**src/nonzero_ring_average_unit_defines.svh**
```systemverilog
// ----------------------------------------------------------------------------
// nonzero_ring_average_unit_defines.svh
// Assertion macros shared by the moving-average RTL.
// ----------------------------------------------------------------------------
`ifndef NONZERO_RING_AVERAGE_UNIT_DEFINES_SVH
`define NONZERO_RING_AVERAGE_UNIT_DEFINES_SVH

// same-cycle implication
`define NRA_ASSERT_IMPL(lbl, clk, rst_n, ante, cons) \
	lbl: assert property (@(posedge clk) disable iff (!rst_n) (ante) |-> (cons)) \
		else $error("nra assertion failed");

// next-cycle implication
`define NRA_ASSERT_NEXT(lbl, clk, rst_n, ante, cons) \
	lbl: assert property (@(posedge clk) disable iff (!rst_n) (ante) |=> (cons)) \
		else $error("nra assertion failed");

`endif

```
**src/nra_pkg.sv**
```systemverilog
// ----------------------------------------------------------------------------
// nra_pkg
// Shared constants and controller command type for the moving average.
// ----------------------------------------------------------------------------
`default_nettype none

package nra_pkg;

	localparam int DEPTH_DEFAULT = 1024;
	localparam int SAMPLE_W      = 16;
	localparam int COUNT_OUT_W   = 11;

	typedef struct packed {
		logic accept;     // latch sample, read oldest entry
		logic update;     // update sum/count, write ring, advance pointer
		logic div_start;  // load divider
		logic div_step;   // one quotient bit
		logic load_out;   // load result register
	} nra_cmd_t;

endpackage

`default_nettype wire

```
**src/nra_ctrl.sv**
```systemverilog
// ----------------------------------------------------------------------------
// nra_ctrl
// Sequencer for one sample: ring update, serial divide, result handoff.
// ----------------------------------------------------------------------------
`default_nettype none
`include "nonzero_ring_average_unit_defines.svh"

module nra_ctrl #(
	parameter int SUM_W = $clog2(nra_pkg::DEPTH_DEFAULT) + 17
) (
	input  wire logic        clk,
	input  wire logic        arst_n,
	input  wire logic        in_valid,
	output logic             in_ready,
	output logic             out_valid,
	input  wire logic        out_ready,
	output nra_pkg::nra_cmd_t cmd
);
	import nra_pkg::*;

	localparam int STEP_W = $clog2(SUM_W + 1);

	localparam logic [2:0] ST_IDLE  = 3'd0;
	localparam logic [2:0] ST_UPD   = 3'd1;
	localparam logic [2:0] ST_START = 3'd2;
	localparam logic [2:0] ST_DIV   = 3'd3;
	localparam logic [2:0] ST_DONE  = 3'd4;

	logic [2:0]        state_q;
	logic [2:0]        state_d;
	logic [STEP_W-1:0] steps_q;
	logic              out_valid_q;
	logic              out_free;

	assign in_ready  = (state_q == ST_IDLE);
	assign out_valid = out_valid_q;
	assign out_free  = !out_valid_q || out_ready;

	always_comb begin
		cmd       = '0;
		state_d   = state_q;
		unique case (state_q)
			ST_IDLE: begin
				if (in_valid) begin
					cmd.accept = 1'b1;
					state_d    = ST_UPD;
				end
			end
			ST_UPD: begin
				cmd.update = 1'b1;
				state_d    = ST_START;
			end
			ST_START: begin
				cmd.div_start = 1'b1;
				state_d       = ST_DIV;
			end
			ST_DIV: begin
				cmd.div_step = 1'b1;
				if (steps_q == '0) begin
					state_d = ST_DONE;
				end
			end
			ST_DONE: begin
				if (out_free) begin
					cmd.load_out = 1'b1;
					state_d      = ST_IDLE;
				end
			end
			default: begin
				state_d = ST_IDLE;
			end
		endcase
	end

	always_ff @(posedge clk or negedge arst_n) begin
		if (!arst_n) begin
			state_q     <= ST_IDLE;
			steps_q     <= '0;
			out_valid_q <= 1'b0;
		end else begin
			state_q <= state_d;
			if (cmd.div_start) begin
				steps_q <= STEP_W'(SUM_W - 1);
			end else if (cmd.div_step) begin
				steps_q <= steps_q - 1'b1;
			end
			if (cmd.load_out) begin
				out_valid_q <= 1'b1;
			end else if (out_ready) begin
				out_valid_q <= 1'b0;
			end
		end
	end

	`NRA_ASSERT_NEXT(a_accept_to_upd, clk, arst_n, in_valid && in_ready, state_q == ST_UPD)
	`NRA_ASSERT_IMPL(a_load_slot_free, clk, arst_n, cmd.load_out, !out_valid_q || out_ready)
	`NRA_ASSERT_NEXT(a_div_ends, clk, arst_n, state_q == ST_DIV && steps_q == '0, state_q == ST_DONE)
	`NRA_ASSERT_NEXT(a_load_valid, clk, arst_n, cmd.load_out, out_valid_q)

endmodule

`default_nettype wire

```
**config.mk**
```make
export PLATFORM = sky130hd
export DESIGN_NAME = nra_ctrl
export DESIGN_NICKNAME = d
export VERILOG_FILES = /design/src/nra_pkg.sv /design/src/nra_ctrl.sv
export VERILOG_INCLUDE_DIRS = /design/src /design/src/src
export SDC_FILE = /design/constraint.sdc
export NUM_CORES = 1
export LEC_CHECK = 0
export ABC_AREA = 1
export ABC_CLOCK_PERIOD_IN_PS = 1250
export BUFFER_PORTS_ARGS = -buffer_cell sky130_fd_sc_hd__buf_2
export CAP_MARGIN = 0
export CORE_AREA = 2 2 39 41
export DETAILED_ROUTE_END_ITERATION = 10
export DIE_AREA = 0 0 41 43
export RECOVER_POWER = 100
export SLEW_MARGIN = 20
export SYNTH_ARGS = -nofsm -noshare
export SYNTH_HDL_FRONTEND = slang
export SYNTH_SLANG_ARGS = --single-unit
```
**constraint.sdc**
```tcl
create_clock -name clk -period 1.25 [get_ports clk]
set_input_delay 0.1875 -clock clk [delete_from_list [all_inputs] [get_ports clk]]
set_output_delay 0.1875 -clock clk [all_outputs]
set_load 0.01 [all_outputs]
```
[After elaboration in Yosys (flattened, before gate mapping)]
Index checks and enable logic that the tools add are counted.
Operators by class
  add/subtract/negate cells: 1
  eq/ne operators: 7
  multiplexer cells: 15
  reductions and logical operators: 7
Operator list (number)
  3-bit case mux with 5 select lines: 1
  5-bit two-way mux: 2
  1-bit two-way mux: 9
  3-bit two-way mux: 3
  3-bit by 2-bit == test with 1-bit output (second input constant): 2
  2-bit inequality test (second input constant): 3
  5-bit zero test: 1
  5-bit by 1-bit subtractor with 5-bit output (second input constant): 1
  2-bit nonzero test: 2
  3-bit by 1-bit == test with 1-bit output (second input constant): 1
  3-bit == test (second input constant): 1
  3-bit zero test: 1
  3-bit AND reduction: 1
  1-bit zero test: 1
  1-bit logical OR: 1
Storage, ports and cells
  bits in registers: 9
  bits of input ports: 4
  output and inout port bits: 7
  word-level logic and storage cells: 33

[Logic depth before layout (Yosys ltp)]
Gate-level depths: netlist of the first run.
  word-level depth: 5
  depth in mapped cells: 6
  depth with buffers taken out: 6

[Worst setup path after synthesis of the first run]
OpenSTA, ideal clock, no wires.
  kind: reg-to-output
  start: register state_q[0]
  end: output cmd[4] (netlist bit)
  arrival: 0.891 ns
  slack: 0.172 ns
  stages on the path, launching flop included: 4
  path buffers: 0
  cell sequence: dfrtp_1 nor2_1 inv_1 nor3_1
RTL lines
  start, declared: line nra_ctrl.sv:29  | logic [2:0] state_q;
  start signal, assigned: line nra_ctrl.sv:81  | state_q <= state_d;
  end, declared: line nra_ctrl.sv:17  | output nra_pkg::nra_cmd_t cmd

==> results of run 1 <==
==> per-stage QoR <==
step,setup slack (ns),std cells
4_1_cts,-0.108,96
5_1_grt,-0.162,101
2_1_floorplan,0.172,59
6_report,-0.121,101
3_5_place_dp,0.125,86
3_3_place_gp,0.123,86
==> how the worst min path moves through the flow <==
stage	to	depth (start not counted)
floorplan	out_valid	0
global placement	steps_q[3]	1
detailed placement	steps_q[3]	1
CTS	out_valid	2
global route	out_valid	2
finish	out_valid	2
==> cell families after synthesis <==
logic type | count (synthesis) | share of synthesized area
AOI/OAI and AO/OA | 7 | 0.0871
xor gates and xnor gates | 1 | 0.0185
and+or+nand+nor | 32 | 0.319
buffers and inverters | 9 | 0.0739
adders and majority gates | 1 | 0.0264
DFF | 9 | 0.475
==> area by class of cell <==
class,instances,share of cell area
timing repair buffer,22,0.217
inverter,9,0.0538
tap,16,0.0278
sequential,9,0.318
multi-input combinational,41,0.347
clock buffer,4,0.0365
==> critical path: stages (launching register included) <==
cell,delay (ns)
dfrtp_2,0.47
nor2_4,0.14
inv_2,0.06
nor3_2,0.09
buf_2,0.14
==> power groups by stage <==
stage                     registers, mW  clock network [mW]  logic [mW]
after floorplan                   0.477                   0       0.464
after global routing              0.563               0.260        1.08
after global placement            0.494                   0       0.644
after detailed placement          0.494                   0       0.643
after CTS                         0.544               0.241       0.826
final                             0.550               0.238       0.979
==> routing by layer <==
| layer | up-vias | routed length (um) |
|---|---|---|
| li1 | 248 | - |
| met1 | 224 | 531 |
| met2 | 22 | 549 |
| met3 | 5 | 66 |
| met4 | 0 | 43 |
| met5 | - | 0 |
==> registers in the layout, indices dropped and copies added, names as in the netlist <==
register,count
state_q,3
steps_q,5
out_valid,1
==> timing repair <==
action | CTS | global route
endpoints found under the setup margin | 6 | 7
endpoints found under the hold margin | 9 | 0
pin swaps | 2 | 3
hold buffers | 1 | 0
resized for setup | 15 | 6
buffers inserted | 5 | 5
==> cell usage in the layout (no fill, tap or decap), drive strengths merged <==
master,netlist,layout
nand4,2,2
nand3,7,7
dlygate4sd3,0,1
dfrtp,9,9
buf,0,19
o211ai,1,1
nor2,9,9
nand3b,1,1
clkbuf,0,6
xnor2,1,1
o21ai,6,6
nand2,12,12
ha,1,1
nor3,1,1
clkinv,1,1
inv,8,8
==> impl_metrics.py, run 1 <==
metrics = {
    "die": {
        "die_h_um": 43,
        "die_x_um": 41,
        "die-area_sq_um": 1760,
        "rows": 14,
        "core_region_area_sq_um": 1380,
        "ioPinCount": 11,
        "start_util": 0.343,
    },
    "run_status": {
        "failed_checks": "negative setup slack",
        "outcome": "complete, but fails checks",
    },
    "sta": {
        "fin_hold_ws_ns": 0.120,
        "rsz0062_at_grt": "true",
        "max_clock_freq_mhz": 729,
        "worst_pin_slew_ns": 0.512,
        "worst_clock_skew_ns": 0.00169,
        "setup_tns_ns": -0.452,
        "report.final.slew_viol_count": 0,
        "finalSetupViolCount": 6,
        "fin_crit_sh": 1.10,
        "max_slew_margin": 0.658,
        "period_needed_ns": 1.37,
        "finalHoldViolations": 0,
        "fin_ws_ns": -0.121,
    },
    "power": {
        "p_clk_frac": 0.135,
        "swShare": 0.422,
        "ir_drop_mv": 1.18,
        "total_power_mw": 1.77,
        "combinationalPowerShare": 0.554,
        "switchingPower_mw": 0.746,
        "power_density_nw_per_um2": 2450,
        "leakagePower_nw": 0.365,
        "seqPwrFrac": 0.311,
        "p_int_mw": 1.02,
    },
    "placed_design": {
        "postPlaceCellArea_sq_um": 552,
        "place_hpwl_um": 710,
        "portBuffers": 10,
        "gp_congestion": 0.767,
    },
    "detailed_routing": {
        "routed_via_density": 4.94,
        "ant_nets": 0,
        "dr.pass1.iters": 4,
        "wl_um": 1190,
        "wl_per_cell_um": 11.8,
        "drtIter0Drc": 14,
        "route.detailed.drc": 0,
        "vias": 499,
    },
    "layout": {
        "drive_gt1_frac": 0.435,
        "num-fill-cells": 126,
        "finalNetCount": 91,
        "final_util": 0.521,
        "regArea_sq_um": 229,
        "final_area_sq_um": 721,
        "area_growth_pct": 52.0,
        "num_antenna_cells": 0,
        "multiInputGateArea_sq_um": 250,
    },
    "synthesis": {
        "synth.most_common_cell": "nand2_1",
        "synthCells": 59,
        "ys.flop_type": "dfrtp_1",
        "synth_area_leader_cell": "dfrtp_1",
        "netlist_area_sq_um": 474,
        "ys_types": 17,
        "synth_commonest_cells": "11 x nand2_1, 9 x dfrtp_1, 9 x nor2_1",
        "ys_seq_area_frac": 0.475,
        "synth_edf_count": 0,
        "ys_seq_elements": 9,
        "netlist.area_leader.share": 0.475,
        "ys_warn_count": 0,
        "avgSynthCellArea_sq_um": 8.04,
        "async_reset_ff_frac": 1.00,
        "ys_top_cells_by_area": "dfrtp_1 47%, nand2_1 8.7%, nor2_1 7.1%",
        "synth_fp_nets": 64,
    },
    "cts": {
        "clock_path_buffers": 2,
        "tritoncts": "built",
        "numCtsBuffers": 3,
        "clk_pin_slew_worst_paths_ns": 0.06,
        "cts.sinks": 9,
        "clkLatencyLatePin_ns": 0.27,
        "root_buffer": "clkbuf_4",
        "htreeDepth": 1,
    },
    "critical_path": {
        "path_class": "flip-flop to output port",
        "arrival_ns": 1.18,
        "r2r_slack_ns": 0.06,
        "startpoint": "state_q[0]",
        "endpoint": "cmd[4]",
        "path_max_fanout": 4,
        "critPathLaunchType": "flip-flop",
        "critPathCaptureType": "output port",
        "r2r_start": "state_q[0]",
        "reg2reg_depth": 6,
        "critPathRequiredTime_ns": 1.06,
        "r2r_end": "state_q[0]",
    },
    "global_routing": {
        "grt_pass1_wl_um": 1860,
        "grt_antenna_before_repair": 0,
        "grt-ovfl-total": 0,
        "busiest_layer": "met2",
        "grtUsageMet1": 0.218,
        "grt_max_degree": 10,
        "grt_pass1_vias": 429,
        "grt_use_met3": 0.0314,
        "grt_use_total": 0.165,
        "grt_util_met2": 0.228,
    },
    "job": {
        "drv_cap": 0,
    },
    "hold_path": {
        "hp-class": "primary input to flip-flop",
        "worstHoldStart": "out_ready",
    },
}
No activity file was read; power rests on OpenSTA's default activity.
==> run 2, diff against run 1 <==
CTS_CLUSTER_SIZE = 30   (was not set)
RECOVER_POWER = 50   (was 100)
==> impl_metrics.py, run 2 (synthesis gave the netlist of run 1 again) <==
metrics = {
    "die": {
        "rows": 14,
        "die-area_sq_um": 1760,
        "start_util": 0.343,
        "die_h_um": 43,
        "die_x_um": 41,
        "ioPinCount": 11,
        "core_region_area_sq_um": 1380,
    },
    "job": {
        "drv_cap": 0,
    },
    "detailed_routing": {
        "drtIter0Drc": 12,
        "ant_nets": 0,
        "wl_um": 1180,
        "vias": 502,
        "route.detailed.drc": 0,
        "routed_via_density": 4.97,
        "wl_per_cell_um": 11.7,
        "dr.pass1.iters": 4,
    },
    "critical_path": {
        "arrival_ns": 1.18,
        "critPathRequiredTime_ns": 1.06,
        "critPathLaunchType": "flip-flop",
        "r2r_start": "state_q[0]",
        "path_max_fanout": 4,
        "r2r_slack_ns": 0.08,
        "startpoint": "state_q[0]",
        "critPathCaptureType": "output port",
        "path_class": "flip-flop to output port",
    },
    "run_status": {
        "failed_checks": "negative setup slack",
        "outcome": "complete, but fails checks",
    },
    "layout": {
        "num-fill-cells": 122,
        "area_growth_pct": 54.1,
        "top_register": "steps_q",
        "finalNetCount": 91,
        "num_antenna_cells": 0,
        "largest_reg_flops": 5,
        "drive_gt1_frac": 0.471,
        "final_cell_mix": "10 x nand2_1, 10 x buf_4, 7 x nor2_1, 7 x buf_2, 6 x dfrtp_1",
    },
    "global_routing": {
        "grt_use_total": 0.165,
        "grt_pass1_wl_um": 1860,
        "grt_antenna_before_repair": 0,
        "grt-ovfl-total": 0,
        "grt_pass1_vias": 429,
        "grt_max_degree": 10,
    },
    "cts": {
        "numCtsBuffers": 3,
        "htreeDepth": 1,
        "root_buffer": "clkbuf_4",
        "clock_path_buffers": 2,
        "cts.sinks": 9,
        "clk_pin_slew_worst_paths_ns": 0.06,
        "tritoncts": "built",
        "clkLatencyLatePin_ns": 0.27,
    },
    "sta": {
        "worst_pin_slew_ns": 0.517,
        "fin_hold_ws_ns": 0.121,
        "max_slew_margin": 0.656,
        "max_clock_freq_mhz": 731,
        "fin_crit_sh": 1.09,
        "worst_clock_skew_ns": 0.000259,
        "finalHoldViolations": 0,
        "setup_tns_ns": -0.438,
        "finalSetupViolCount": 6,
        "period_needed_ns": 1.37,
        "report.final.slew_viol_count": 0,
        "rsz0062_at_grt": "true",
        "fin_ws_ns": -0.117,
    },
    "placed_design": {
        "place_hpwl_um": 710,
        "portBuffers": 10,
        "gp_congestion": 0.767,
    },
    "power": {
        "p_int_mw": 1.03,
        "switchingPower_mw": 0.759,
        "leakagePower_nw": 0.371,
        "ir_drop_mv": 1.19,
        "p_clk_frac": 0.132,
        "swShare": 0.425,
        "combinationalPowerShare": 0.559,
        "seqPwrFrac": 0.309,
        "power_density_nw_per_um2": 2440,
    },
    "hold_path": {
        "worstHoldStart": "out_ready",
        "hp-class": "primary input to flip-flop",
    },
}
run 2: changes by cell type in the layout (fill, tap and decap cells not counted), sizes merged:
cell    change
buf         +1
clkbuf      -1
run 2: what timing repair did:
action | 4_1_cts | 5_1_grt
pin swaps | 2 | 3
hold buffers | 1 | 0
setup buffers | 5 | 5
hold endpoints to repair | 9 | 0
endpoints found under the setup margin | 6 | 7
resized for setup | 15 | 6
run 2: worst paths after layout:
kind                               to  depth (start not counted)
hold reg to reg            steps_q[4]                          2
setup / recovery               cmd[4]                          4
min in group asynchronous  steps_q[3]                          2
setup reg to reg           state_q[0]                          6
max in group asynchronous  state_q[0]                          2
hold / removal              out_valid                          2
run 2: per-stage QoR:
| stage | setup WS (ns) | instance area [sq um] | power [mW] | util | std cells |
|---|---|---|---|---|---|
| global route | -0.162 | 731 | 1.93 | 0.528 | 101 |
| floorplan | 0.172 | 474 | 0.941 | - | 59 |
| CTS | -0.108 | 677 | 1.61 | 0.489 | 96 |
| detailed placement | 0.125 | 552 | 1.14 | 0.399 | 86 |
| global placement | 0.123 | 552 | 1.14 | 0.399 | 86 |
| finish | -0.117 | 731 | 1.79 | 0.528 | 101 |
run 2: cell type report:
cell class              instances  area (sq um)  share of cell area
clock buffers                   4          26.3              0.0360
inverters                       9          38.8              0.0531
multi-input cells              41           259               0.354
flip-flops and latches          9           229               0.313
well taps                      16          20.0              0.0274
repair buffers                 22           158               0.216
run 2: worst max-delay path, stage by stage (launching register included):
cell	delay, ns
dfrtp_2	0.47
nor2_4	0.14
inv_2	0.06
nor3_2	0.09
buf_2	0.14
run 2: power by group through the flow:
stage / Combinational [mW] / Sequential, mW / Clock [mW]
after global placement: 0.644 / 0.494 / 0
final: 0.998 / 0.552 / 0.235
after global routing: 1.10 / 0.566 / 0.260
after CTS: 0.826 / 0.544 / 0.241
after detailed placement: 0.643 / 0.494 / 0
after floorplan: 0.464 / 0.477 / 0
run 2: metal layers:
| layer | vias up | wire (um) | global-route usage | part of all wire |
|---|---|---|---|---|
| met1 | 225 | 510 | 0.218 | 0.43 |
| met3 | 5 | 66 | 0.0314 | 0.056 |
| met2 | 22 | 568 | 0.228 | 0.48 |
| li1 | 250 | - | - | - |
| met5 | - | 0 | 0 | 0 |
| met4 | 0 | 39 | 0.120 | 0.033 |
==> run 3, diff against run 2 <==
TNS_END_PERCENT = 30   (was not set)
==> impl_metrics.py, run 3 (synthesis gave the netlist of run 1 again) <==
metrics = {
    "sta": {
        "fin_crit_sh": 1.10,
        "report.final.slew_viol_count": 0,
        "setup_tns_ns": -0.508,
        "finalSetupViolCount": 6,
        "period_needed_ns": 1.37,
        "worst_clock_skew_ns": 0.00279,
        "rsz0062_at_grt": "true",
        "finalHoldViolations": 0,
        "worst_pin_slew_ns": 0.495,
        "max_slew_margin": 0.670,
        "max_clock_freq_mhz": 730,
        "fin_hold_ws_ns": 0.120,
        "fin_ws_ns": -0.119,
    },
    "cts": {
        "clk_pin_slew_worst_paths_ns": 0.06,
        "tritoncts": "built",
        "htreeDepth": 1,
        "numCtsBuffers": 3,
        "clkLatencyLatePin_ns": 0.27,
        "clock_path_buffers": 2,
        "cts.sinks": 9,
        "root_buffer": "clkbuf_4",
    },
    "layout": {
        "largest_reg_flops": 5,
        "layout_commonest_cell": "nand2_1",
        "area_growth_pct": 38.0,
        "final_area_sq_um": 654,
        "num_antenna_cells": 0,
        "final_cell_mix": "11 x nand2_1, 7 x nor2_1, 7 x buf_2, 6 x dfrtp_1",
        "drive_gt1_frac": 0.377,
        "finalNetCount": 83,
        "top_register": "steps_q",
        "final_util": 0.473,
    },
    "placed_design": {
        "postPlaceCellArea_sq_um": 552,
        "place_hpwl_um": 710,
        "portBuffers": 10,
        "gp_congestion": 0.767,
    },
    "critical_path": {
        "arrival_ns": 1.18,
        "path_class": "flip-flop to output port",
        "path_cells": "nor2_4 -> inv_2 -> nor3_2 -> buf_2",
        "worst_path_max_delay_cell": "dfrtp_2",
        "critPathCaptureType": "output port",
        "critPathRequiredTime_ns": 1.06,
        "critPathLaunchType": "flip-flop",
        "path_max_fanout": 4,
        "cpPeakStageDelay_ns": 0.47,
    },
    "global_routing": {
        "grt_antenna_before_repair": 0,
        "grt-ovfl-total": 0,
        "busiest_layer": "met2",
        "grt_use_met3": 0.0314,
        "grt_util_met2": 0.209,
        "grt_use_total": 0.156,
        "grt_pass1_wl_um": 1740,
        "grtUsageMet1": 0.208,
        "grt_max_degree": 10,
        "grt_pass1_vias": 408,
    },
    "run_status": {
        "failed_checks": "negative setup slack",
        "outcome": "complete, but fails checks",
    },
    "hold_path": {
        "hp-class": "primary input to flip-flop",
    },
    "die": {
        "core_region_area_sq_um": 1380,
        "rows": 14,
        "die-area_sq_um": 1760,
        "die_x_um": 41,
        "ioPinCount": 11,
        "die_h_um": 43,
        "start_util": 0.343,
    },
    "job": {
        "drv_cap": 0,
    },
    "power": {
        "p_int_mw": 0.875,
        "swShare": 0.442,
        "leakagePower_nw": 0.331,
        "ir_drop_mv": 1.02,
        "total_power_mw": 1.57,
        "switchingPower_mw": 0.693,
        "p_clk_frac": 0.152,
        "combinationalPowerShare": 0.498,
        "power_density_nw_per_um2": 2400,
        "seqPwrFrac": 0.350,
    },
    "detailed_routing": {
        "routed_via_density": 4.88,
        "vias": 454,
        "wl_um": 1020,
        "ant_nets": 0,
        "route.detailed.drc": 0,
        "dr.pass1.iters": 3,
        "drtIter0Drc": 17,
        "wl_per_cell_um": 10.9,
    },
}
run 3: routing by layer:
metal	up-vias	wire length, um	share of wire
met1	204	478	0.47
met5	-	0	0
met3	5	37	0.036
met2	10	463	0.45
li1	235	-	-
met4	0	38	0.037
run 3: worst paths after layout:
path	startpoint	to	slack (ns)	depth (start not counted)
hold / removal	out_ready	out_valid	0.12	2
hold reg to reg	steps_q[3]	steps_q[3]	0.54	2
max in group asynchronous	arst_n	state_q[0]	0.50	2
min in group asynchronous	arst_n	steps_q[3]	0.38	2
setup reg to reg	steps_q[1]	steps_q[4]	0.13	6
setup / recovery	state_q[0]	cmd[4]	-0.12	4
run 3: critical path, delay by kind of cell, from the launching register on:
kind	cells	cell delay (ns)
flops	1	0.47
buf+inv	2	0.20
simple gates	2	0.24
run 3: power groups by stage:
stage	registers (mW)	clock network, mW	logic [mW]
5_1_grt	0.561	0.260	0.882
3_5_place_dp	0.494	0	0.643
3_3_place_gp	0.494	0	0.644
4_1_cts	0.544	0.241	0.783
2_1_floorplan	0.477	0	0.464
6_report	0.548	0.238	0.782
run 3: cell type report:
type / instances / area (sq um)
Clock buffer: 4 / 26.3
Fill cell: 130 / 729
Inverter: 9 / 38.8
Multi-Input combinational cell: 41 / 246
Sequential cell: 9 / 229
Tap cell: 16 / 20.0
Timing Repair Buffer: 14 / 93.8
run 3: what timing repair did:
item / CTS / global route
setup buffers: 2 / 0
endpoints found under the setup margin: 6 / 6
gates resized for setup: 15 / 1
hold buffers: 1 / 0
hold endpoints to repair: 9 / 0
pin swaps: 1 / 0
run 3: metrics by stage:
stage                     instances  worst slack, ns
after CTS                        93           -0.109
after detailed placement         86            0.125
after floorplan                  59            0.172
after global routing             93           -0.161
after global placement           86            0.123
final                            93           -0.119
